`config.mk`:
```
export PLATFORM = sky130hd
export DESIGN_NAME = yaw_pitch_camera_basis
export DESIGN_NICKNAME = d
export VERILOG_FILES = /design/src/rtl/core/ypcb_pkg.sv /design/src/rtl/core/yaw_pitch_camera_basis.sv
export SDC_FILE = /design/constraint.sdc
export NUM_CORES = 2
export LEC_CHECK = 0
export BUFFER_PORTS_ARGS = -buffer_cell sky130_fd_sc_hd__clkbuf_2
export CAP_MARGIN = 20
export CORE_MARGIN = 1.5
export CORE_UTILIZATION = 38
export DETAILED_ROUTE_END_ITERATION = 8
export PLACE_DENSITY = 0.54
export SLEW_MARGIN = 20
export SYNTH_ARGS = -nofsm -noshare
export SYNTH_HDL_FRONTEND = slang
export SYNTH_SLANG_ARGS = --single-unit
```
`constraint.sdc`:
```
create_clock -name clock -period 13.8 [get_ports clock]
set_input_delay 2.07 -clock clock [delete_from_list [all_inputs] [get_ports clock]]
set_output_delay 2.07 -clock clock [all_outputs]
set_load 0.005 [all_outputs]
```
`src/rtl/core/ypcb_pkg.sv`:
```
`default_nettype none

package ypcb_pkg;

   // Sequencer states, one-hot.
   typedef enum logic [5:0] {
      ST_IDLE   = 6'b000001,
      ST_SCALE  = 6'b000010,
      ST_WRAP   = 6'b000100,
      ST_CORDIC = 6'b001000,
      ST_PROD   = 6'b010000,
      ST_DONE   = 6'b100000
   } state_type;

   localparam int CNT_W   = 5;
   localparam int YAW_W   = 19;
   localparam int PITCH_W = 18;
   localparam int ANG_W   = 20;
   localparam int WRAP_W  = 29;
   localparam int MUL_W   = 17;
   localparam int PROD_W  = 34;
   localparam int XY_W    = 33;
   localparam int Z_W     = 28;
   localparam int VEC_W   = 16;
   localparam int ATAN_N  = 24;

   localparam logic [15:0] SENS_RESET = 16'd2621;

   localparam logic signed [WRAP_W-1:0] WRAP_PI   = 29'sd205888;
   localparam logic signed [WRAP_W-1:0] WRAP_2PI  = 29'sd411776;
   // Two pi shifted up by nine, larger than any scaled mouse step.
   localparam logic signed [WRAP_W-1:0] WRAP_BIAS = 29'sd210829312;
   // Counter value at which the subtract ladder reaches two pi unshifted.
   localparam logic [CNT_W-1:0] WRAP_SH0_CNT = 5'd10;

   localparam logic signed [WRAP_W-1:0] PITCH_MAX = 29'sd102288;

   localparam logic signed [ANG_W-1:0] ANG_PI      = 20'sd205888;
   localparam logic signed [ANG_W-1:0] ANG_HALF_PI = 20'sd102944;

   localparam logic signed [XY_W-1:0] CORDIC_GAIN = 33'sd652032874;

   function automatic logic signed [Z_W-1:0] atan_q24(input logic [CNT_W-1:0] idx);
      logic signed [Z_W-1:0] v;
      unique case (idx)
         5'd0:    v = 28'sd13176795;
         5'd1:    v = 28'sd7778716;
         5'd2:    v = 28'sd4110060;
         5'd3:    v = 28'sd2086331;
         5'd4:    v = 28'sd1047214;
         5'd5:    v = 28'sd524117;
         5'd6:    v = 28'sd262123;
         5'd7:    v = 28'sd131069;
         5'd8:    v = 28'sd65536;
         5'd9:    v = 28'sd32768;
         5'd10:   v = 28'sd16384;
         5'd11:   v = 28'sd8192;
         5'd12:   v = 28'sd4096;
         5'd13:   v = 28'sd2048;
         5'd14:   v = 28'sd1024;
         5'd15:   v = 28'sd512;
         5'd16:   v = 28'sd256;
         5'd17:   v = 28'sd128;
         5'd18:   v = 28'sd64;
         5'd19:   v = 28'sd32;
         5'd20:   v = 28'sd16;
         5'd21:   v = 28'sd8;
         5'd22:   v = 28'sd4;
         5'd23:   v = 28'sd2;
         default: v = 28'sd0;
      endcase
      return v;
   endfunction

   function automatic logic signed [VEC_W-1:0] sat_unit(input logic signed [20:0] r);
      logic signed [VEC_W-1:0] v;
      if (r > 21'sd16384) begin
         v = 16'sd16384;
      end else if (r < -21'sd16384) begin
         v = -16'sd16384;
      end else begin
         v = r[VEC_W-1:0];
      end
      return v;
   endfunction

   // Round a Q2.28 product to Q1.14 and saturate to one.
   function automatic logic signed [VEC_W-1:0] q14(input logic signed [PROD_W-1:0] p);
      logic signed [PROD_W:0] s;
      s = (PROD_W+1)'(p) + 35'sd8192;
      return sat_unit(s[PROD_W:14]);
   endfunction

   function automatic logic signed [PITCH_W-1:0] clamp_pitch(
      input logic signed [WRAP_W-1:0] v);
      logic signed [PITCH_W-1:0] r;
      if (v > PITCH_MAX) begin
         r = PITCH_W'(PITCH_MAX);
      end else if (v < -PITCH_MAX) begin
         r = PITCH_W'(-PITCH_MAX);
      end else begin
         r = v[PITCH_W-1:0];
      end
      return r;
   endfunction

endpackage

`default_nettype wire

```
`src/rtl/core/yaw_pitch_camera_basis.sv`:
```
`default_nettype none

// Channel   Direction  Handshake            Beat
// req_      in         req_valid/req_stall  cmd, deltas, angles to load
// rsp_      out        rsp_valid/rsp_stall  angles and forward/right/up vectors
// csr_      in         csr_valid/csr_ready  sensitivity write data
//
// The block takes one beat at a time; req_stall is high from acceptance until
// the result is written, and a direct load skips the delta scaling step.
// Two CORDIC passes run on one shared shift-add unit, next to a subtract
// ladder for the yaw wrap and one multiplier for scaling and the products.
// Synchronous reset clears both angles and loads the default sensitivity.
// A finished result sits in the output register while the next beat is taken.

module yaw_pitch_camera_basis #(
   parameter int CORDIC_STEPS = 16
) (
   input  wire                clock,
   input  wire                reset,

   input  wire                req_valid,
   output logic               req_stall,
   input  wire                req_cmd,
   input  wire signed [15:0]  req_delta_x,
   input  wire signed [15:0]  req_delta_y,
   input  wire signed [19:0]  req_yaw_set,
   input  wire signed [19:0]  req_pitch_set,

   output logic               rsp_valid,
   input  wire                rsp_stall,
   output logic signed [18:0] rsp_yaw_now,
   output logic signed [17:0] rsp_pitch_now,
   output logic signed [15:0] rsp_fwd_x,
   output logic signed [15:0] rsp_fwd_y,
   output logic signed [15:0] rsp_fwd_z,
   output logic signed [15:0] rsp_right_x,
   output logic signed [15:0] rsp_right_z,
   output logic signed [15:0] rsp_up_x,
   output logic signed [15:0] rsp_up_y,
   output logic signed [15:0] rsp_up_z,

   input  wire                csr_valid,
   output logic               csr_ready,
   input  wire [15:0]         csr_sensitivity
);

   import ypcb_pkg::*;

   localparam int STEPS_EFF = (CORDIC_STEPS < ATAN_N) ? CORDIC_STEPS : ATAN_N;
   localparam logic [CNT_W-1:0] CORD_LAST = CNT_W'(STEPS_EFF + 1);

   state_type state_ff, state_in;
   logic [CNT_W-1:0] cnt_ff, cnt_in;
   logic sel_ff, sel_in;
   logic neg_ff, neg_in;
   logic rsp_valid_ff, rsp_valid_in;
   logic [15:0] sens_ff, sens_in;

   logic signed [15:0] dx_ff, dx_in, dy_ff, dy_in;
   logic signed [YAW_W-1:0] yaw_ff, yaw_in;
   logic signed [PITCH_W-1:0] pitch_ff, pitch_in;
   logic signed [WRAP_W-1:0] wrap_ff, wrap_in;
   logic signed [PROD_W-1:0] prod_ff, prod_in, acc_ff, acc_in;
   logic signed [XY_W-1:0] x_ff, x_in, y_ff, y_in;
   logic signed [Z_W-1:0] z_ff, z_in;
   logic signed [VEC_W-1:0] cy_ff, cy_in, sy_ff, sy_in, cp_ff, cp_in, sp_ff, sp_in;
   logic signed [VEC_W-1:0] fx_ff, fx_in, fz_ff, fz_in;
   logic signed [VEC_W-1:0] upx_ff, upx_in, upy_ff, upy_in, upz_ff, upz_in;

   logic signed [YAW_W-1:0] o_yaw_ff, o_yaw_in;
   logic signed [PITCH_W-1:0] o_pitch_ff, o_pitch_in;
   logic signed [VEC_W-1:0] o_fx_ff, o_fx_in, o_fy_ff, o_fy_in, o_fz_ff, o_fz_in;
   logic signed [VEC_W-1:0] o_rx_ff, o_rx_in, o_rz_ff, o_rz_in;
   logic signed [VEC_W-1:0] o_ux_ff, o_ux_in, o_uy_ff, o_uy_in, o_uz_ff, o_uz_in;

   // Shared datapath signals.
   logic signed [MUL_W-1:0] mul_a, mul_b;
   logic signed [PROD_W-1:0] scale_sum;
   logic signed [WRAP_W-1:0] scaled;
   logic [CNT_W-1:0] wrap_dist;
   logic signed [WRAP_W-1:0] wrap_step;
   logic [CNT_W-1:0] iter_idx;
   logic signed [XY_W-1:0] xs, ys;
   logic signed [ANG_W-1:0] ang_sel;
   logic signed [XY_W:0] x_rnd, y_rnd;
   logic signed [VEC_W-1:0] x_sat, y_sat, cos_v, sin_v;

   assign req_stall = (state_ff != ST_IDLE);
   assign csr_ready = 1'b1;

   // Multiplier operands follow the sequencer step.
   always_comb begin
      mul_a = MUL_W'(dx_ff);
      mul_b = MUL_W'($signed({1'b0, sens_ff}));
      if (state_ff == ST_SCALE && cnt_ff != CNT_W'(0)) begin
         mul_a = MUL_W'(dy_ff);
      end else if (state_ff == ST_PROD) begin
         unique case (cnt_ff)
            CNT_W'(0): begin mul_a = MUL_W'(cp_ff);  mul_b = MUL_W'(cy_ff); end
            CNT_W'(1): begin mul_a = MUL_W'(cp_ff);  mul_b = MUL_W'(sy_ff); end
            CNT_W'(2): begin mul_a = MUL_W'(cy_ff);  mul_b = MUL_W'(sp_ff); end
            CNT_W'(3): begin mul_a = -MUL_W'(sy_ff); mul_b = MUL_W'(sp_ff); end
            CNT_W'(4): begin mul_a = MUL_W'(cy_ff);  mul_b = MUL_W'(fx_ff); end
            CNT_W'(5): begin mul_a = MUL_W'(sy_ff);  mul_b = MUL_W'(fz_ff); end
            default:   begin mul_a = MUL_W'(cp_ff);  mul_b = MUL_W'(cy_ff); end
         endcase
      end
   end

   always_comb begin
      prod_in   = mul_a * mul_b;
      scale_sum = prod_ff + PROD_W'(8);
      scaled    = scale_sum[WRAP_W+3:4];
      wrap_dist = WRAP_SH0_CNT - cnt_ff;
      wrap_step = WRAP_2PI <<< wrap_dist[3:0];
      iter_idx  = cnt_ff - CNT_W'(1);
      xs        = x_ff >>> iter_idx;
      ys        = y_ff >>> iter_idx;
      ang_sel   = sel_ff ? ANG_W'(pitch_ff) : ANG_W'(yaw_ff);
      x_rnd     = (XY_W+1)'(x_ff) + (XY_W+1)'(32768);
      y_rnd     = (XY_W+1)'(y_ff) + (XY_W+1)'(32768);
      x_sat     = sat_unit(21'($signed(x_rnd[XY_W:16])));
      y_sat     = sat_unit(21'($signed(y_rnd[XY_W:16])));
      cos_v     = neg_ff ? -x_sat : x_sat;
      sin_v     = neg_ff ? -y_sat : y_sat;
   end

   always_comb begin
      state_in = state_ff;
      cnt_in   = cnt_ff;
      sel_in   = sel_ff;
      neg_in   = neg_ff;
      sens_in  = sens_ff;
      dx_in    = dx_ff;
      dy_in    = dy_ff;
      yaw_in   = yaw_ff;
      pitch_in = pitch_ff;
      wrap_in  = wrap_ff;
      acc_in   = acc_ff;
      x_in     = x_ff;
      y_in     = y_ff;
      z_in     = z_ff;
      cy_in    = cy_ff;
      sy_in    = sy_ff;
      cp_in    = cp_ff;
      sp_in    = sp_ff;
      fx_in    = fx_ff;
      fz_in    = fz_ff;
      upx_in   = upx_ff;
      upy_in   = upy_ff;
      upz_in   = upz_ff;
      o_yaw_in   = o_yaw_ff;
      o_pitch_in = o_pitch_ff;
      o_fx_in    = o_fx_ff;
      o_fy_in    = o_fy_ff;
      o_fz_in    = o_fz_ff;
      o_rx_in    = o_rx_ff;
      o_rz_in    = o_rz_ff;
      o_ux_in    = o_ux_ff;
      o_uy_in    = o_uy_ff;
      o_uz_in    = o_uz_ff;
      rsp_valid_in = rsp_valid_ff && rsp_stall;

      if (csr_valid) begin
         sens_in = csr_sensitivity;
      end

      unique case (state_ff)
         ST_IDLE: begin
            if (req_valid) begin
               dx_in  = req_delta_x;
               dy_in  = req_delta_y;
               cnt_in = '0;
               if (req_cmd) begin
                  wrap_in  = WRAP_W'(req_yaw_set) + WRAP_PI;
                  pitch_in = clamp_pitch(WRAP_W'(req_pitch_set));
                  state_in = ST_WRAP;
               end else begin
                  state_in = ST_SCALE;
               end
            end
         end

         ST_SCALE: begin
            cnt_in = cnt_ff + CNT_W'(1);
            if (cnt_ff == CNT_W'(1)) begin
               // The product register holds the scaled horizontal delta now.
               wrap_in = WRAP_W'(yaw_ff) + WRAP_PI - scaled;
            end else if (cnt_ff == CNT_W'(2)) begin
               pitch_in = clamp_pitch(WRAP_W'(pitch_ff) + scaled);
               cnt_in   = '0;
               state_in = ST_WRAP;
            end
         end

         ST_WRAP: begin
            cnt_in = cnt_ff + CNT_W'(1);
            if (cnt_ff == CNT_W'(0)) begin
               // A negative sum is lifted by a multiple of two pi first.
               if (wrap_ff < 0) begin
                  wrap_in = wrap_ff + WRAP_BIAS;
               end
            end else if (cnt_ff <= WRAP_SH0_CNT) begin
               if (wrap_ff >= wrap_step) begin
                  wrap_in = wrap_ff - wrap_step;
               end
            end else begin
               yaw_in   = YAW_W'(wrap_ff - WRAP_PI);
               cnt_in   = '0;
               sel_in   = 1'b0;
               state_in = ST_CORDIC;
            end
         end

         ST_CORDIC: begin
            cnt_in = cnt_ff + CNT_W'(1);
            if (cnt_ff == CNT_W'(0)) begin
               // Fold the angle into the right half plane and flip the results.
               priority if (ang_sel > ANG_HALF_PI) begin
                  z_in   = Z_W'(ang_sel - ANG_PI) <<< 8;
                  neg_in = 1'b1;
               end else if (ang_sel < -ANG_HALF_PI) begin
                  z_in   = Z_W'(ang_sel + ANG_PI) <<< 8;
                  neg_in = 1'b1;
               end else begin
                  z_in   = Z_W'(ang_sel) <<< 8;
                  neg_in = 1'b0;
               end
               x_in = CORDIC_GAIN;
               y_in = '0;
            end else if (cnt_ff < CORD_LAST) begin
               if (!z_ff[Z_W-1]) begin
                  x_in = x_ff - ys;
                  y_in = y_ff + xs;
                  z_in = z_ff - atan_q24(iter_idx);
               end else begin
                  x_in = x_ff + ys;
                  y_in = y_ff - xs;
                  z_in = z_ff + atan_q24(iter_idx);
               end
            end else begin
               cnt_in = '0;
               if (!sel_ff) begin
                  cy_in  = cos_v;
                  sy_in  = sin_v;
                  sel_in = 1'b1;
               end else begin
                  cp_in    = cos_v;
                  sp_in    = sin_v;
                  state_in = ST_PROD;
               end
            end
         end

         ST_PROD: begin
            cnt_in = cnt_ff + CNT_W'(1);
            unique case (cnt_ff)
               CNT_W'(1): fx_in  = q14(prod_ff);
               CNT_W'(2): fz_in  = q14(prod_ff);
               CNT_W'(3): upx_in = q14(-prod_ff);
               CNT_W'(4): upz_in = q14(prod_ff);
               CNT_W'(5): acc_in = prod_ff;
               CNT_W'(6): begin
                  upy_in   = q14(acc_ff + prod_ff);
                  state_in = ST_DONE;
               end
               default: ;
            endcase
         end

         ST_DONE: begin
            if (!rsp_valid_ff || !rsp_stall) begin
               o_yaw_in     = yaw_ff;
               o_pitch_in   = pitch_ff;
               o_fx_in      = fx_ff;
               o_fy_in      = sp_ff;
               o_fz_in      = fz_ff;
               o_rx_in      = -sy_ff;
               o_rz_in      = cy_ff;
               o_ux_in      = upx_ff;
               o_uy_in      = upy_ff;
               o_uz_in      = upz_ff;
               rsp_valid_in = 1'b1;
               state_in     = ST_IDLE;
            end
         end

         default: begin
            state_in = ST_IDLE;
         end
      endcase
   end

   always_ff @(posedge clock) begin
      if (reset) begin
         state_ff     <= ST_IDLE;
         cnt_ff       <= '0;
         sel_ff       <= 1'b0;
         neg_ff       <= 1'b0;
         rsp_valid_ff <= 1'b0;
         sens_ff      <= SENS_RESET;
         yaw_ff       <= '0;
         pitch_ff     <= '0;
      end else begin
         state_ff     <= state_in;
         cnt_ff       <= cnt_in;
         sel_ff       <= sel_in;
         neg_ff       <= neg_in;
         rsp_valid_ff <= rsp_valid_in;
         sens_ff      <= sens_in;
         yaw_ff       <= yaw_in;
         pitch_ff     <= pitch_in;
      end
   end

   always_ff @(posedge clock) begin
      dx_ff      <= dx_in;
      dy_ff      <= dy_in;
      wrap_ff    <= wrap_in;
      prod_ff    <= prod_in;
      acc_ff     <= acc_in;
      x_ff       <= x_in;
      y_ff       <= y_in;
      z_ff       <= z_in;
      cy_ff      <= cy_in;
      sy_ff      <= sy_in;
      cp_ff      <= cp_in;
      sp_ff      <= sp_in;
      fx_ff      <= fx_in;
      fz_ff      <= fz_in;
      upx_ff     <= upx_in;
      upy_ff     <= upy_in;
      upz_ff     <= upz_in;
      o_yaw_ff   <= o_yaw_in;
      o_pitch_ff <= o_pitch_in;
      o_fx_ff    <= o_fx_in;
      o_fy_ff    <= o_fy_in;
      o_fz_ff    <= o_fz_in;
      o_rx_ff    <= o_rx_in;
      o_rz_ff    <= o_rz_in;
      o_ux_ff    <= o_ux_in;
      o_uy_ff    <= o_uy_in;
      o_uz_ff    <= o_uz_in;
   end

   assign rsp_valid     = rsp_valid_ff;
   assign rsp_yaw_now   = o_yaw_ff;
   assign rsp_pitch_now = o_pitch_ff;
   assign rsp_fwd_x     = o_fx_ff;
   assign rsp_fwd_y     = o_fy_ff;
   assign rsp_fwd_z     = o_fz_ff;
   assign rsp_right_x   = o_rx_ff;
   assign rsp_right_z   = o_rz_ff;
   assign rsp_up_x      = o_ux_ff;
   assign rsp_up_y      = o_uy_ff;
   assign rsp_up_z      = o_uz_ff;

endmodule

`default_nettype wire
```
==> After elaboration in Yosys (flattened, before gate mapping) <==
Memories as Yosys holds them, arrays and structs flattened.
Cells that the tools add are included.
{ "word_totals": {"romBits": 1536, "input_bits": 94, "output_inout_bits": 168, "word_cells": 239, "ff_bits": 599, "mem_count": 2} }
{ "memory_table": {"columns": ["name", "depth", "width", "rd", "rd_clocked_by_memory_dff", "write_ports", "line", "source"], "rows": [
  ["(name not given)", 32, 24, 1, 0, 0, "ypcb_pkg.sv:45", "unique case (idx)"],
  ["(name not given)", 32, 24, 1, 0, 0, "ypcb_pkg.sv:45", null]
]} }
{ "op_classes": {"mul": 1, "shift": 3, "eq_ne": 28, "magnitude_cmp": 20, "bitwise_logic": 4, "n_reduce_logical": 34, "n_addsub": 30, "n_mux": 80} }
{ "ops": {"columns": ["operator", "count"], "rows": [
  ["$mux W28", 13],
  ["$mux W29", 7],
  ["$mux W16", 10],
  ["$mux W18", 8],
  ["$mux W33", 4],
  ["$add A34 B15 Y35 const B", 3],
  ["$pmux W29 S3", 1],
  ["$add A33 B17 Y34 const B", 2],
  ["$mux W17", 4],
  ["$pmux W17 S4", 1],
  ["$add A33 B33 Y33", 2],
  ["$sshr A33 B5 Y33", 2],
  ["$sub A33 B33 Y33", 2],
  ["$gt A21 B16 Y1 const B", 3],
  ["$lt A21 B15 Y1 const B", 3],
  ["$mux W6", 10],
  ["$pmux W17 S3", 1],
  ["$neg A16 Y16", 3],
  ["$gt A20 B18 Y1 const B", 2],
  ["$lt A20 B18 Y1 const B", 2],
  ["$gt A18 B16 Y1 const B", 2],
  ["$lt A18 B15 Y1 const B", 2],
  ["$pmux W18 S2", 1],
  ["$pmux W6 S6", 1],
  ["other kinds (60)", 111]
]} }

==> Longest topological paths before layout <==
An unclocked memory read counts as a cell.
{ "depth": {"ltp_word": 10, "ltp_mapped": 41, "mapped_depth_nobuf": 37} }

==> Worst setup path after synthesis <==
OpenSTA, ideal clock, no wires.
{ "synth_timing": {"path_kind": "input to register", "from": "in rsp_stall", "to": "reg o_fx_ff[0] (netlist: rsp_fwd_x[0]) (enable)", "path_slack_ns": 3.237, "arrival_time_ns": 9.819, "required_ns": 13.056, "path_buffers": 0, "setup_time_ns": 0.744, "stages": 1, "cell_sequence": "a21oi_1"} }
{ "synth_between": {"elab_chain_len": 3} }
{ "synth_lines": {"columns": ["item", "line", "source"], "rows": [
  ["from (decl)", "yaw_pitch_camera_basis.sv:30", "input wire rsp_stall,"],
  ["$logic_not A1 Y1", "yaw_pitch_camera_basis.sv:272", "if (!rsp_valid_ff || !rsp_stall) begin"],
  ["$logic_or A1 B1 Y1", "yaw_pitch_camera_basis.sv:272", null],
  ["$reduce_and A2 Y1 (no source line)", null, null],
  ["to (signal assigned)", "yaw_pitch_camera_basis.sv:336", "o_fx_ff <= o_fx_in;"],
  ["to (decl)", "yaw_pitch_camera_basis.sv:72", "logic signed [VEC_W-1:0] o_fx_ff, o_fx_in, o_fy_ff, o_fy_in, o_fz_ff, o_fz_in;"]
]} }
No other way between the ends.
A chain may end at the register's enable or synchronous reset.

==> Worst setup path in the final report <==
{ "layout_timing": {"from": "reg cnt_ff[0]", "to": "reg prod_ff[33]"} }
{ "layout_between": {"elab_chain_len": 6, "word_cells_on_any_way": 16, "classes_between": "1 x mul; 5 x eq/ne; 6 x mux; 4 x reduce/logical"} }
{ "layout_lines": {"columns": ["item", "line", "source"], "rows": [
  ["from (decl)", "yaw_pitch_camera_basis.sv:53", "logic [CNT_W-1:0] cnt_ff, cnt_in;"],
  ["from (signal assigned)", "yaw_pitch_camera_basis.sv:306", "cnt_ff <= cnt_in;"],
  ["$eq A5 B2 Y1 or $eq A5 B3 Y1 (tied branches)", "yaw_pitch_camera_basis.sv:98", "unique case (cnt_ff)"],
  ["$reduce_or A2 Y1 (no source line)", null, null],
  ["$pmux W17 S4 or $pmux W17 S3 (tied branches)", "yaw_pitch_camera_basis.sv:98", null],
  ["$mux W17", "yaw_pitch_camera_basis.sv:97", "end else if (state_ff == ST_PROD) begin"],
  ["$mux W17", "yaw_pitch_camera_basis.sv:95", "if (state_ff == ST_SCALE && cnt_ff != CNT_W'(0)) begin"],
  ["$mul A17 B17 Y34 *", "yaw_pitch_camera_basis.sv:111", "prod_in = mul_a * mul_b;"],
  ["via prod_in[33]", "yaw_pitch_camera_basis.sv:63", "logic signed [PROD_W-1:0] prod_ff, prod_in, acc_ff, acc_in;"],
  ["to (signal assigned)", "yaw_pitch_camera_basis.sv:320", "prod_ff <= prod_in;"],
  ["to (decl)", "yaw_pitch_camera_basis.sv:63", null]
]} }
The timed path passes the listed nets; every way through them passes the cells marked *.

==> results by group <==
Status
  – Status: complete, no violations

Clock tree
  – Post-CTS sizing: 0
  – CTS Root Cell: clkbuf_16
  – Sinks on Clock Net: 599
  – Clk buf depth: 3
  – Insertion delay to the later sink of the worst-skew pair: 680 ps
  – Clock transition at path regs: 70 ps
  – CTS Buf Count: 73
  – Post-CTS Hold Fix Bufs: 0
  – CTS tree: yes
  – H-Tree Level Count: 3
  – Buffers inserted by post-CTS timing repair: 0

GRT
  – Gr ovfl total: 0
  – Initial antenna violation count: 8
  – First-pass GRT wire length: 263,000 um
  – Vias in the first global route: 42.8k
  – Largest net degree at the start of global routing: 76
  – GRT Total Usage: 0.235

STA
  – Final setup TNS: 0 ps
  – Final min period: 10,440 ps
  – Clock skew: 26.2 ps
  – Period utilization: 0.756
  – Normalized max-slew margin: 0.163
  – RSZ-0062 raised after global routing: false
  – Fmax: 0.0958 GHz
  – Final Hold Viols: 0
  – Fin. max-slew vios: 0
  – Final worst slack: 3360 ps
  – Worst-Margin Slew: 1250 ps
  – Endpoints failing setup: 0

Synthesis
  – Top post-synthesis cells by area: edfxtp_1 (27%), fa_1 (11%), ha_1 (8.0%), xnor2_1 (4.4%), nor2_1 (4.2%)
  – Area leader, netlist: edfxtp_1
  – Synthesized instance count: 5,806
  – Top FF cell, synth: edfxtp_1
  – Synthesized cell area: 54,400 um^2
  – Count of cell types in the netlist: 113
  – Top cell type's share of synthesized area: 0.275
  – YS warnings: 0
  – FF+latch count, synth: 599
  – Syn_area_per_cell: 9.37 um^2
  – Syn Nets: 6,547
  – Post-synth EDFFs: 498
  – Post-synth ARST share: 0
  – Sequential area share after synthesis: 0.312

Setup path
  – R2R depth: 30
  – Critical path's most frequent cell: fa_1
  – Required time of the critical path: 14,400 ps
  – Critical Path Sink Type: flip-flop
  – Crit Path Class: flip-flop to flip-flop
  – Worst EP arrival: 11,040 ps
  – Crit-path max cell delay: 760 ps
  – Reg2reg start: cnt_ff[0]
  – Crit Reg-Reg Endpoint: prod_ff[33]
  – Maximum fanout along the worst path: 29
  – R2R Setup Slk: 3360 ps
  – Critical Path Source Type: flip-flop
  – CP max stage cell: a31oi_1

Route
  – Final antenna-violating net count: 0
  – Drt wl/cell: 22.0 um
  – TritonRoute pass-1 iters: 6
  – Vias per cell: 5.58
  – Routed WL: 174,000 um
  – Vias: 44.2k
  – DRT iter0 DRCs: 4,259
  – DR DRC count: 0

Floorplanning
  – Starting Density: 0.384
  – Core ar.: 142,000 um^2
  – Io pins: 262
  – Die height: 381 um
  – Rows: 138
  – Die X: 381 um
  – Die ar.: 145,000 um^2

Placement
  – Port Buffers: 260
  – Setup slack after placement: 3480 ps
  – Post-DP HPWL: 136,000 um
  – Dpl cells: 7,782
  – Dpl cell area: 57,700 um^2
  – GP Congestion: 0.930

Power
  – Clock power share: 0.149
  – Cell Int Power: 7.39 mW
  – Sequential share of power: 0.178
  – Static Leak: 24.7 nW
  – P per Cell Area: 229 nW/um^2
  – VDD IR-drop max: 0.366 mV
  – Comb power frac: 0.673
  – Switch Pwr: 6.41 mW
  – Switching part of the total power: 0.465

Layout
  – Commonest non-fill, non-tap cell in the layout: nor2_1
  – Most frequent cells in the layout: nor2_1 (597), nand2_1 (521), inv_1 (520)
  – Nets: 6,710
  – Filler cell count: 13.9k
  – Core Util, Final: 0.425
  – Layout cells sized above 1: 0.117
  – Area grow syn2layout: 10.9%
  – Final Non-Filler Cells: 7,922
  – Fin area: 60,300 um^2

Min path
  – Hold Path Depth: 0
  – Worst Hold Path EP: rsp_up_y[10]
  – HP Class: flip-flop to flip-flop
  – Worst Hold Launch: upy_ff[10]

Job
  – Max-cap violations: 0
[worst max path at each step]
stage / from / endpoint / cells past startpoint
2_1_floorplan: rsp_stall / rsp_fwd_x[0] / 1
3_3_place_gp: cnt_ff[0] / prod_ff[33] / 30
3_5_place_dp: cnt_ff[0] / prod_ff[33] / 30
4_1_cts: cnt_ff[0] / prod_ff[33] / 30
5_1_grt: cnt_ff[0] / prod_ff[33] / 30
6_report: cnt_ff[0] / prod_ff[33] / 30
[power groups by stage]
stage               Clock, mW  Sequential, mW  Combinational (mW)
finish                   2.05            2.46                9.29
global route             2.17            2.48                10.6
CTS                      2.11            2.46                9.38
detailed placement          0            2.49                9.33
global placement            0            2.49                9.20
floorplan                   0            2.36                7.27
[cell type report]
| class | count | area (um^2) | area share |
|---|---|---|---|
| Sequential cell | 599 | 17000 | 0.282 |
| Multi-Input combinational cell | 4435 | 34600 | 0.573 |
| Tap cell | 1890 | 2360 | 0.0392 |
| Clock inverter | 50 | 571 | 0.00946 |
| Antenna cell | 2 | 5.00 | 0.0000830 |
| Inverter | 524 | 1970 | 0.0326 |
| Clock buffer | 86 | 1980 | 0.0328 |
| Timing Repair Buffer | 336 | 1900 | 0.0314 |
[worst max-delay path, delay by kind of cell (launching register included)]
kind            cells  cell delay (ps)
buf+inv             5              900
flops               1              580
simple gates        5             1830
fa+ha+maj           8             3970
xor+xnor            1              130
compound gates     11             2890
[metal layers]
layer	routed length, um	GRT usage	share of wire
met3	12800	0.0414	0.074
met4	5410	0.0714	0.031
met2	76900	0.365	0.44
met1	79200	0.334	0.45
met5	0	0	0
[synthesized netlist by cell type (all sizes together), types with 36 or more instances]
library cell,n
buf,63
nand4,46
xor2,193
ha,346
o21a,36
a21o,111
dfxtp,101
nand2b,90
o21ai,238
edfxtp,498
xnor2,275
nor3,117
nor2,618
a31oi,51
and3,64
nor2b,50
clkbuf,185
nand3,118
or3,38
and2,56
inv,521
o21bai,37
a21oi,380
mux4,69
a211oi,47
or2,49
fa,301
mux2i,93
mux2,45
nand2,522
[flip-flops by register name, indices dropped and copies added (netlist names), 18 cells and up]
| register | count |
|---|---|
| rsp_pitch_now | 18 |
| wrap_ff | 29 |
| x_ff | 33 |
| prod_ff | 34 |
| z_ff | 28 |
| rsp_yaw_now | 19 |
| yaw_ff | 19 |
| y_ff | 33 |
| acc_ff | 34 |
| pitch_ff | 18 |
[metrics by stage]
step | hold WS, ps | power [mW]
after detailed placement | 405 | 11.8
after floorplan | 400 | 9.63
after global placement | 404 | 11.7
after CTS | 418 | 13.9
after global routing | 419 | 15.2
final | 416 | 13.8
[kinds of logic (layout without fill, tap and decap cells)]
logic type | after synthesis | count (layout) | synth area share
AOI/OAI and AO/OA | 1228 | 1228 | 0.148
xor gates and xnor gates | 468 | 468 | 0.0755
adders and majority gates | 647 | 647 | 0.190
buffers and inverters | 772 | 996 | 0.0551
DFF | 599 | 599 | 0.312
muxes | 207 | 207 | 0.0551
other | 1 | 3 | 0.0000690
and+or+nand+nor | 1884 | 1884 | 0.164
(Power assumes the default switching activity.)
